===== config.mk =====
export PLATFORM = sky130hd
export DESIGN_NAME = block_buffer_cache_lru
export DESIGN_NICKNAME = d
export VERILOG_FILES = /design/src/hw/rtl/bbc_pkg.sv /design/src/hw/rtl/block_buffer_cache_lru.sv /design/src/hw/rtl/bbc_table.sv
export SDC_FILE = /design/constraint.sdc
export NUM_CORES = 2
export LEC_CHECK = 0
export ABC_AREA = 1
export BUFFER_PORTS_ARGS = -buffer_cell sky130_fd_sc_hd__buf_2
export CAP_MARGIN = 10
export CORE_UTILIZATION = 30
export DETAILED_ROUTE_END_ITERATION = 10
export HOLD_SLACK_MARGIN = 0.03
export RECOVER_POWER = 100
export SLEW_MARGIN = 40
export SYNTH_ARGS = -nofsm -noshare
export SYNTH_HDL_FRONTEND = slang
export SYNTH_SLANG_ARGS = --single-unit

===== constraint.sdc =====
create_clock -name clk -period 9.9 [get_ports clk]
set_input_delay 0.495 -clock clk [delete_from_list [all_inputs] [get_ports clk]]
set_output_delay 0.495 -clock clk [all_outputs]
set_load 0.1 [all_outputs]

===== src/hw/rtl/bbc_pkg.sv =====
// Shared types and constants of the buffer cache tag table block.
// No dependencies; used by bbc_table, block_buffer_cache_lru and bbc_checker.
`default_nettype none

package bbc_pkg;

  // Table geometry
  localparam int NUM_SLOTS   = 32;
  localparam int BLOCK_WIDTH = 32;
  localparam int TIME_WIDTH  = 32;
  localparam int SLOT_W      = $clog2(NUM_SLOTS);

  // Fixed field widths
  localparam int DEV_W      = 8;
  localparam int REFS_W     = 8;
  localparam int SLOT_IN_W  = 5;
  localparam int SLOT_OUT_W = 5;
  localparam int BLK_IN_W   = 32;
  localparam int NOW_IN_W   = 32;

  localparam logic [REFS_W-1:0] REFS_MAX = '1;

  // Stream widths
  localparam int IN_DATA_W  = 80;
  localparam int IN_USER_W  = 2;
  localparam int OUT_DATA_W = 16;

  typedef enum logic [1:0] {
    MODE_GET     = 2'd0,
    MODE_RELEASE = 2'd1,
    MODE_PIN     = 2'd2,
    MODE_UNPIN   = 2'd3
  } bbc_mode_e;

  typedef enum logic [1:0] {
    ST_OK     = 2'd0,
    ST_NOFREE = 2'd1,
    ST_UNDER  = 2'd2,
    ST_OVER   = 2'd3
  } bbc_status_e;

  typedef enum logic [1:0] {
    S_IDLE,
    S_SCAN,
    S_FIN
  } bbc_state_e;

  // One slot as read from the table
  typedef struct packed {
    logic [DEV_W-1:0]       device;
    logic [BLOCK_WIDTH-1:0] block;
    logic                   valid;
    logic [REFS_W-1:0]      refs;
    logic [TIME_WIDTH-1:0]  stamp;
  } bbc_entry_t;

  // Write request into the table
  typedef struct packed {
    logic                   en;
    logic [SLOT_W-1:0]      idx;
    logic                   tag_en;
    logic [DEV_W-1:0]       device;
    logic [BLOCK_WIDTH-1:0] block;
    logic                   valid_set;
    logic                   refs_en;
    logic [REFS_W-1:0]      refs;
    logic                   stamp_en;
    logic [TIME_WIDTH-1:0]  stamp;
  } bbc_wr_t;

endpackage

`default_nettype wire


===== src/hw/rtl/block_buffer_cache_lru.sv =====
// Buffer cache tag table with least-recently-released replacement.
// Depends on bbc_pkg and bbc_table.
//
// A get request walks the slot table one slot per cycle through a single
// tag and release-time comparator: it stops at the first matching tag, and
// otherwise keeps the unreferenced slot with the oldest release time. A get
// goes through the accept, scan and finish steps, and its scan stops early
// when it hits. Release, pin and unpin touch one slot and go from accept
// straight to finish. The next request is taken once the result has been
// loaded into the output register; a result that waits there holds the finish step.
`default_nettype none

module block_buffer_cache_lru (
  input  wire logic                          clk,
  input  wire logic                          rst_n,
  // in_tdata: device[7:0], block_number[39:8], slot_in[44:40], now[76:45]
  input  wire logic [bbc_pkg::IN_DATA_W-1:0] in_tdata,
  // in_tuser: mode[1:0]
  input  wire logic [bbc_pkg::IN_USER_W-1:0] in_tuser,
  input  wire logic                          in_tvalid,
  output logic                               in_tready,
  // out_tdata: slot_out[4:0], hit[5], needs_fill[6], status[8:7]
  output logic [bbc_pkg::OUT_DATA_W-1:0]     out_tdata,
  output logic                               out_tvalid,
  input  wire logic                          out_tready
);
  import bbc_pkg::*;

  // Request fields
  logic [DEV_W-1:0]     in_device;
  logic [BLK_IN_W-1:0]  in_block;
  logic [SLOT_IN_W-1:0] in_slot;
  logic [NOW_IN_W-1:0]  in_now;

  assign in_device = in_tdata[7:0];
  assign in_block  = in_tdata[39:8];
  assign in_slot   = in_tdata[44:40];
  assign in_now    = in_tdata[76:45];

  bbc_state_e state_r, state_nxt;

  bbc_mode_e              mode_r, mode_nxt;
  logic [DEV_W-1:0]       dev_r, dev_nxt;
  logic [BLOCK_WIDTH-1:0] blk_r, blk_nxt;
  logic [SLOT_IN_W-1:0]   slot_r, slot_nxt;
  logic [TIME_WIDTH-1:0]  now_r, now_nxt;
  logic [SLOT_W-1:0]      idx_r, idx_nxt;
  logic [SLOT_W-1:0]      tgt_r, tgt_nxt;
  logic                   hit_r, hit_nxt;
  logic                   found_r, found_nxt;
  logic [TIME_WIDTH-1:0]  best_r, best_nxt;

  logic                   out_valid_r, out_valid_nxt;
  logic [SLOT_OUT_W-1:0]  out_slot_r, out_slot_nxt;
  logic                   out_hit_r, out_hit_nxt;
  logic                   out_fill_r, out_fill_nxt;
  bbc_status_e            out_status_r, out_status_nxt;

  logic [SLOT_W-1:0] rd_idx;
  bbc_entry_t        rd;
  bbc_wr_t           wr;

  logic tag_eq;
  logic older;
  logic out_free;
  logic slot_oor;

  bbc_table u_table (
    .clk    (clk),
    .rst_n  (rst_n),
    .rd_idx (rd_idx),
    .rd     (rd),
    .wr     (wr)
  );

  // Shared comparator: tag match and older release time
  assign tag_eq   = (rd.device == dev_r) && (rd.block == blk_r);
  assign older    = !found_r || (rd.stamp < best_r);
  assign out_free = !out_valid_r || out_tready;
  assign slot_oor = 32'(slot_r) >= 32'(NUM_SLOTS);
  assign rd_idx   = (state_r == S_SCAN) ? idx_r : tgt_r;

  assign in_tready  = (state_r == S_IDLE);
  assign out_tvalid = out_valid_r;
  assign out_tdata  = {7'd0, out_status_r, out_fill_r, out_hit_r, out_slot_r};

  // State register
  always_ff @(posedge clk) begin
    if (!rst_n) begin
      state_r     <= S_IDLE;
      out_valid_r <= 1'b0;
    end else begin
      state_r     <= state_nxt;
      out_valid_r <= out_valid_nxt;
    end
  end

  // Request and result payload
  always_ff @(posedge clk) begin
    mode_r       <= mode_nxt;
    dev_r        <= dev_nxt;
    blk_r        <= blk_nxt;
    slot_r       <= slot_nxt;
    now_r        <= now_nxt;
    idx_r        <= idx_nxt;
    tgt_r        <= tgt_nxt;
    hit_r        <= hit_nxt;
    found_r      <= found_nxt;
    best_r       <= best_nxt;
    out_slot_r   <= out_slot_nxt;
    out_hit_r    <= out_hit_nxt;
    out_fill_r   <= out_fill_nxt;
    out_status_r <= out_status_nxt;
  end

  // Sequencer: accept, scan, finish
  always_comb begin
    state_nxt      = state_r;
    mode_nxt       = mode_r;
    dev_nxt        = dev_r;
    blk_nxt        = blk_r;
    slot_nxt       = slot_r;
    now_nxt        = now_r;
    idx_nxt        = idx_r;
    tgt_nxt        = tgt_r;
    hit_nxt        = hit_r;
    found_nxt      = found_r;
    best_nxt       = best_r;
    out_valid_nxt  = out_valid_r && !out_tready;
    out_slot_nxt   = out_slot_r;
    out_hit_nxt    = out_hit_r;
    out_fill_nxt   = out_fill_r;
    out_status_nxt = out_status_r;
    wr             = '0;
    wr.idx         = tgt_r;
    wr.device      = dev_r;
    wr.block       = blk_r;
    wr.stamp       = now_r;

    unique case (state_r)
      S_IDLE: begin
        // Latch the request; a get starts the walk, other modes go to finish
        if (in_tvalid) begin
          mode_nxt  = bbc_mode_e'(in_tuser);
          dev_nxt   = in_device;
          blk_nxt   = BLOCK_WIDTH'(in_block);
          slot_nxt  = in_slot;
          now_nxt   = TIME_WIDTH'(in_now);
          idx_nxt   = '0;
          tgt_nxt   = SLOT_W'(in_slot);
          hit_nxt   = 1'b0;
          found_nxt = 1'b0;
          best_nxt  = '0;
          state_nxt = (bbc_mode_e'(in_tuser) == MODE_GET) ? S_SCAN : S_FIN;
        end
      end

      S_SCAN: begin
        // Stop at the first matching tag, else track the oldest free slot
        if (tag_eq) begin
          hit_nxt   = 1'b1;
          tgt_nxt   = idx_r;
          state_nxt = S_FIN;
        end else begin
          if ((rd.refs == '0) && older) begin
            found_nxt = 1'b1;
            tgt_nxt   = idx_r;
            best_nxt  = rd.stamp;
          end
          if (idx_r == SLOT_W'(NUM_SLOTS - 1)) begin
            state_nxt = S_FIN;
          end else begin
            idx_nxt = idx_r + 1'b1;
          end
        end
      end

      S_FIN: begin
        // Update the chosen slot and load the result
        if (out_free) begin
          out_valid_nxt  = 1'b1;
          state_nxt      = S_IDLE;
          out_slot_nxt   = SLOT_OUT_W'(slot_r);
          out_hit_nxt    = 1'b0;
          out_fill_nxt   = 1'b0;
          out_status_nxt = ST_OK;
          if (mode_r == MODE_GET) begin
            out_slot_nxt = SLOT_OUT_W'(tgt_r);
            if (hit_r) begin
              out_hit_nxt = 1'b1;
              if (rd.refs == REFS_MAX) begin
                out_status_nxt = ST_OVER;
              end else begin
                wr.en        = 1'b1;
                wr.refs_en   = 1'b1;
                wr.refs      = rd.refs + 1'b1;
                wr.valid_set = 1'b1;
                out_fill_nxt = !rd.valid;
              end
            end else if (!found_r) begin
              out_slot_nxt   = '0;
              out_status_nxt = ST_NOFREE;
            end else begin
              wr.en        = 1'b1;
              wr.tag_en    = 1'b1;
              wr.refs_en   = 1'b1;
              wr.refs      = REFS_W'(1);
              wr.valid_set = 1'b1;
              out_fill_nxt = 1'b1;
            end
          end else if (!slot_oor) begin
            case (mode_r) inside
              MODE_PIN: begin
                if (rd.refs == REFS_MAX) begin
                  out_status_nxt = ST_OVER;
                end else begin
                  wr.en      = 1'b1;
                  wr.refs_en = 1'b1;
                  wr.refs    = rd.refs + 1'b1;
                end
              end
              MODE_RELEASE, MODE_UNPIN: begin
                if (rd.refs == '0) begin
                  out_status_nxt = ST_UNDER;
                end else begin
                  wr.en       = 1'b1;
                  wr.refs_en  = 1'b1;
                  wr.refs     = rd.refs - 1'b1;
                  wr.stamp_en = (mode_r == MODE_RELEASE) && (rd.refs == REFS_W'(1));
                end
              end
              default: begin
                out_status_nxt = ST_OK;
              end
            endcase
          end
        end
      end

      default: begin
        state_nxt = S_IDLE;
      end
    endcase
  end

endmodule

`default_nettype wire


===== src/hw/rtl/bbc_table.sv =====
// Slot tag table: device, block, valid, reference count and release time.
// Depends on bbc_pkg. One read index and one write request per cycle.
`default_nettype none

module bbc_table (
  input  wire logic                      clk,
  input  wire logic                      rst_n,
  input  wire logic [bbc_pkg::SLOT_W-1:0] rd_idx,
  output bbc_pkg::bbc_entry_t            rd,
  input  wire bbc_pkg::bbc_wr_t          wr
);
  import bbc_pkg::*;

  logic [DEV_W-1:0]       device_r [NUM_SLOTS];
  logic [BLOCK_WIDTH-1:0] block_r  [NUM_SLOTS];
  logic                   valid_r  [NUM_SLOTS];
  logic [REFS_W-1:0]      refs_r   [NUM_SLOTS];
  logic [TIME_WIDTH-1:0]  stamp_r  [NUM_SLOTS];

  // Clear every slot on reset, then apply the write request
  always_ff @(posedge clk) begin
    if (!rst_n) begin
      for (int i = 0; i < NUM_SLOTS; i++) begin
        device_r[i] <= '0;
        block_r[i]  <= '0;
        valid_r[i]  <= 1'b0;
        refs_r[i]   <= '0;
        stamp_r[i]  <= '0;
      end
    end else if (wr.en) begin
      if (wr.tag_en) begin
        device_r[wr.idx] <= wr.device;
        block_r[wr.idx]  <= wr.block;
      end
      if (wr.valid_set) begin
        valid_r[wr.idx] <= 1'b1;
      end
      if (wr.refs_en) begin
        refs_r[wr.idx] <= wr.refs;
      end
      if (wr.stamp_en) begin
        stamp_r[wr.idx] <= wr.stamp;
      end
    end
  end

  // Read the selected slot
  always_comb begin
    rd.device = device_r[rd_idx];
    rd.block  = block_r[rd_idx];
    rd.valid  = valid_r[rd_idx];
    rd.refs   = refs_r[rd_idx];
    rd.stamp  = stamp_r[rd_idx];
  end

endmodule

`default_nettype wire


; ---- Yosys cells after proc, flatten, opt, wreduce, memory -nomap -nowiden
; Memories as Yosys holds them, arrays and structs flattened.
; Cells that the tools add are included.
[op_classes]
n_lt_le_gt_ge = 1
reduce_logical = 28
mux = 99
eq_ne = 18
n_addsub = 3
[op_table]
columns = cell, n
row1 = $mux W32, 5
row2 = $mux W5, 15
row3 = $pmux W32 S2, 1
row4 = $reduce_or A32 Y1, 2
row5 = $mux W1, 50
row6 = $mux W10, 4
row7 = $mux W9, 4
row8 = $eq A32 B32 Y1, 1
row9 = $lt A32 B32 Y1, 1
row10 = $mux W11, 2
row11 = $mux W2, 11
row12 = $pmux W5 S2, 2
row13 = $mux W8, 2
row14 = $reduce_or A8 Y1, 2
row15 = $ne A2 B2 Y1 const B, 5
row16 = $reduce_and A3 Y1, 3
row17 = $add A8 B1 Y8 const B, 1
row18 = $eq A8 B1 Y1 const B, 1
row19 = $eq A8 B8 Y1, 1
row20 = $eq A8 B8 Y1 const B, 1
row21 = $logic_not A8 Y1, 1
row22 = $reduce_and A4 Y1, 2
row23 = $sub A8 B1 Y8 const B, 1
row24 = $eq A2 B2 Y1 const B, 3
row25 = other kinds (15), 28
[totals]
ff_bits = 135
mem_bits_rw = 2592
out_inout_bits = 18
n_memories = 5
[memory_table]
columns = name, words, word_bits, read_ports, rd_ports_with_merged_regs, write_ports, line
row1 = u_table.block_r, 32, 32, 1, 0, 32, bbc_table.sv:15  ; logic [BLOCK_WIDTH-1:0] block_r [NUM_SLOTS];
row2 = u_table.stamp_r, 32, 32, 1, 0, 32, bbc_table.sv:18  ; logic [TIME_WIDTH-1:0] stamp_r [NUM_SLOTS];
row3 = u_table.device_r, 32, 8, 1, 0, 32, bbc_table.sv:14  ; logic [DEV_W-1:0] device_r [NUM_SLOTS];
row4 = u_table.refs_r, 32, 8, 1, 0, 32, bbc_table.sv:17  ; logic [REFS_W-1:0] refs_r [NUM_SLOTS];
row5 = u_table.valid_r, 32, 1, 1, 0, 32, bbc_table.sv:16  ; logic valid_r [NUM_SLOTS];

; ---- Logic depth before layout (Yosys ltp)
; An unclocked memory read counts as a cell.
[depth]
ltp_word = 17
mapped_depth = 36
depth_no_buf = 27

; ---- Modules after synthesis
; From an unflattened synthesis, not the netlist that was laid out.
[unflattened]
hier_cells = 12526
hier_area_um2 = 123682.4
[by_module_without_submodules]
columns = mod, area_per_inst_um2, cells_per_inst, n_inst
row1 = bbc_table, 116978.4, 11903, 1
row2 = block_buffer_cache_lru, 6703.9, 623, 1

; ---- Worst setup path after synthesis
; Ideal clock, no wire load.
[synth_path]
kind = register to register
start = register state_r[0]
end = register best_r[0], enable pin
slack_ns = 2.276
period_less_slack_ns = 7.624
stages_incl_launch_ff = 6
path_buffers = 0
arrival_time_ns = 7.189
cell_sequence = dfxtp_1 -> nor2_1 -> inv_1 -> nor2_1 -> a21oi_1 -> a21oi_1
[synth_via]
word_cells_on_any_way = 19
classes_between = order compare: 1 / eq/ne: 6 / mux: 1 / reduce/logical: 7 / memory: 4
[synth_lines]
columns = element, line
row1 = "start, declared", block_buffer_cache_lru.sv:40  ; bbc_state_e state_r, state_nxt;
row2 = "start signal, assigned", block_buffer_cache_lru.sv:93  ; state_r <= state_nxt;
row3 = $logic_not A2 Y1 *, n/a
row4 = via in_tready, block_buffer_cache_lru.sv:21  ; output logic in_tready,
row5 = $ne A2 B2 Y1 (no source line) or $reduce_bool A2 Y1 (tied branches), n/a
row6 = $reduce_and A4 Y1 (no source line) *, n/a
row7 = "end signal, assigned", block_buffer_cache_lru.sv:109  ; best_r <= best_nxt;
row8 = "end, declared", block_buffer_cache_lru.sv:51  ; logic [TIME_WIDTH-1:0] best_r, best_nxt;
; Mark *: on every way through the listed nets, which the timed path passes. The rest lies on a longest branch.
; A chain may end at the register's enable or synchronous reset.

==> results.md <==
- Status: complete, but fails checks
- Failing checks: design-rule violations, max-capacitance violations, max-slew violations
- # port buffers: 93
- Layout area overhead: 12.3%
- Placed insts: 16700
- Length in cells of the worst reg-to-reg path: 23
- CTS tree: done
- CP max stage delay: 1160 ps
- Cell area after synthesis: 122000 µm²
- Crit-path max FO: 116
- Clk buf depth: 4
- TritonCTS Buffers: 285
- Global-route wire length before repair: 554 mm
- Initial antenna violation count: 9
- Clock slew at reported path FFs: 60 ps
- Post-synthesis sequential area ratio: 66.7%
- RSZ-0062 raised after global routing: no
- Commonest non-fill, non-tap cell in the layout: nor2_1
- WHS Path Cells: 2
- R2r startpoint: state_r[1]
- Wire per inst: 22.1 µm
- Hold crit path type: in -> reg
- Crit share post-route: 86.2%
- Post-synthesis cell type count: 44
- Pwr per Cell Area: 207 nW/µm²
- Post-Route Utilization: 33.8%
- Crit path arrival time: 8750 ps
- DR iter-0 viols: 11300
- Crit Path Category: reg -> reg
- Initial core utilization: 30.1%
- Final min period: 8530 ps
- Via density: 5.18
- Hold path endpoint: now_r[12]
- Synth top area cells: edfxtp_1 66%, nor2_1 8.8%, nand2_1 7.4%, nand3_1 6.7%, buf_2 1.7%
- Setup repair bufs after CTS: 0
- Via count: 89600
- Worst hold path startpoint: in_tdata[57]
- Overall die width: 641 µm
- Tot GR Track Use: 17.9%
- Peak supply drop: 0.128 mV
- Reg2reg end: u_table.block_r[2][14]
- Synth warn: 0
- Number of global-route vias before repair: 83800
- Final setup viols: 0
- Dpl hpwl: 193 mm
- CTS H-tree depth: 5
- Worst-margin pin slew: 3990 ps
- Reg2reg setup slack: 1370 ps
- Final Hold Vio Count: 0
- Leakage: 50.8 nW
- Fin cells: 17300
- Mapped Avg Cell Area: 10.2 µm²
- TNS Setup: 0 ps
- Max Clock Freq: 117 MHz
- Routed Antenna Nets: 0
- Max-Cap Viols: 14
- Drt first pass iters: 10
- IO Count: 104
- CTS Root Cell: clkbuf_16
- Die Y: 641 µm
- GRT Residual Overflow: 0
- Rel. slew slack: -166%
- Cell count after synthesis: 12100
- Layout cell share with drive strength beyond 1: 6.82%
- Startpoint Class: register
- Cell taking the most area after synthesis: edfxtp_1
- Final WL: 383 mm
- Clock skew: 88.2 ps
- Clock sinks: 2727
- Clk Latency, worst-skew pair: 900 ps
- Commonest cells after routing, fill and taps aside: 2858 x nor2_1, 2692 x edfxtp_1, 2382 x nand2_1, 1654 x nand3_1, 294 x clkbuf_16
- Post-synth top area share: 66.1%
- DRC: 18
- CP required: 10110 ps
- Final nets: 11800
- Die ar.: 410000 µm²
- Core area: 406000 µm²
- FF+latch count, synth: 2727
- Critical Path Sink Type: register
- Routability cong.: 0.808
- # rows: 234
- CP max stage cell: clkbuf_1
- Slew Viols, Final: 439
- Fill cells: 40500
- Largest net degree at the start of global routing: 187
- Critical path cell sequence: inv_1 -> nand3_2 -> clkbuf_1 -> nand2_8 -> inv_8 -> buf_4 -> nand2_1 -> nand3_1 -> nand3_1 -> nand3_1 -> nand3_1 -> o21ai_0 -> ha_1 -> and3_1 -> nand2_1 -> inv_1 -> nand2_1 -> nand2_1 -> nor2_4 -> buf_4 -> nand3_4 -> buf_4 -> nand2_2
-- metrics by stage --
stage               worst slack [ps]  total power [W]  area, µm²  hold WS (ps)
global placement                2620           0.0180     128000           434
finish                          1370           0.0285     137000           313
CTS                             2500           0.0285     138000           252
detailed placement              2650           0.0181     128000           440
global route                    1150           0.0294     137000           287
floorplan                       2280           0.0165     122000           423
-- power breakdown --
group,total [W],leakage [nW],switching [W],internal (W)
clock network,0.0105,4.32,0.00457,0.00595
logic,0.00471,18.5,0.00353,0.00117
registers,0.0132,28.0,0.000139,0.0131
-- synthesized netlist by cell type (all sizes together) --
| cell type | count |
|---|---|
| o21ai | 310 |
| inv | 294 |
| conb | 1 |
| o2111ai | 1 |
| nand2 | 2450 |
| o22ai | 70 |
| nand4 | 17 |
| a2111oi | 1 |
| or2 | 8 |
| a32o | 113 |
| o221a | 1 |
| o221ai | 11 |
| dfxtp | 35 |
| buf | 531 |
| o31ai | 7 |
| clkbuf | 532 |
| clkinv | 6 |
| and3 | 1 |
| nand3 | 1670 |
| a21oi | 158 |
| a31o | 1 |
| ha | 36 |
| edfxtp | 2692 |
| a211oi | 2 |
| o21bai | 1 |
| nor2 | 2881 |
| nor3 | 7 |
| o211ai | 200 |
| a31oi | 3 |
| nor4 | 2 |
| xor2 | 10 |
-- final cells by class --
cell class,count,area [µm²],area share [%]
timing repair buffer,375,3150,2.29
multi-input combinational,7968,35900,26.1
tap,5428,6790,4.95
inverter,300,1160,0.845
antenna,4,10.0,0.00729
clock buffer,356,7610,5.54
clock inverter,144,1220,0.888
sequential,2727,81500,59.4
-- registers in the layout, summed over array words and instances, names as in the netlist, 2 cells and up --
register,cells
idx_r,5
u_table.refs_r,256
now_r,32
best_r,32
tgt_r,5
u_table.device_r,256
u_table.valid_r,32
u_table.stamp_r,1024
state_r,2
u_table.block_r,1024
blk_r,32
slot_r,5
out_slot_r,5
out_status_r,2
mode_r,2
dev_r,8
-- kinds of logic after synthesis --
kind of cell / synth area share, %
and+or+nand+nor: 23.6
DFF: 66.7
buffers and inverters: 4.72
AOI/OAI and AO/OA: 4.61
adders and majority gates: 0.368
xor gates and xnor gates: 0.0716
other: 0.00307
-- worst max-delay path: cells and delay by family (launching register included) --
family | cells | cell delay [ps]
adders and majority gates | 1 | 310
DFF | 1 | 360
buffers and inverters | 7 | 3520
and+or+nand+nor | 14 | 2950
AOI/OAI and AO/OA | 1 | 320
-- what timing repair did --
item / 4_1_cts / 5_1_grt
hold buffers: 81 / 0
resized for setup: 0 / 0
endpoints found under the hold margin: 86 / 0
-- layer usage --
metal	share of wire, %	global-route usage [%]	vias to the layer above	wire length, µm
li1	-	-	40300	-
met1	40	24.1	43700	155000
met2	46	29.3	4684	178000
met3	9.5	2.80	878	36200
met4	3.6	6.41	2	13900
met5	0.0034	0	-	13
-- how the worst max path moves through the flow --
stage / startpoint / to / slack (ps)
after floorplan: state_r[0] / best_r[0] / 2280
after global placement: state_r[0] / u_table.stamp_r[6][26] / 2620
after detailed placement: state_r[0] / u_table.stamp_r[1][28] / 2650
after CTS: state_r[0] / u_table.stamp_r[1][28] / 2500
after global routing: state_r[1] / best_r[28] / 1150
final: state_r[1] / u_table.block_r[2][14] / 1370
(Power assumes the default switching activity.)
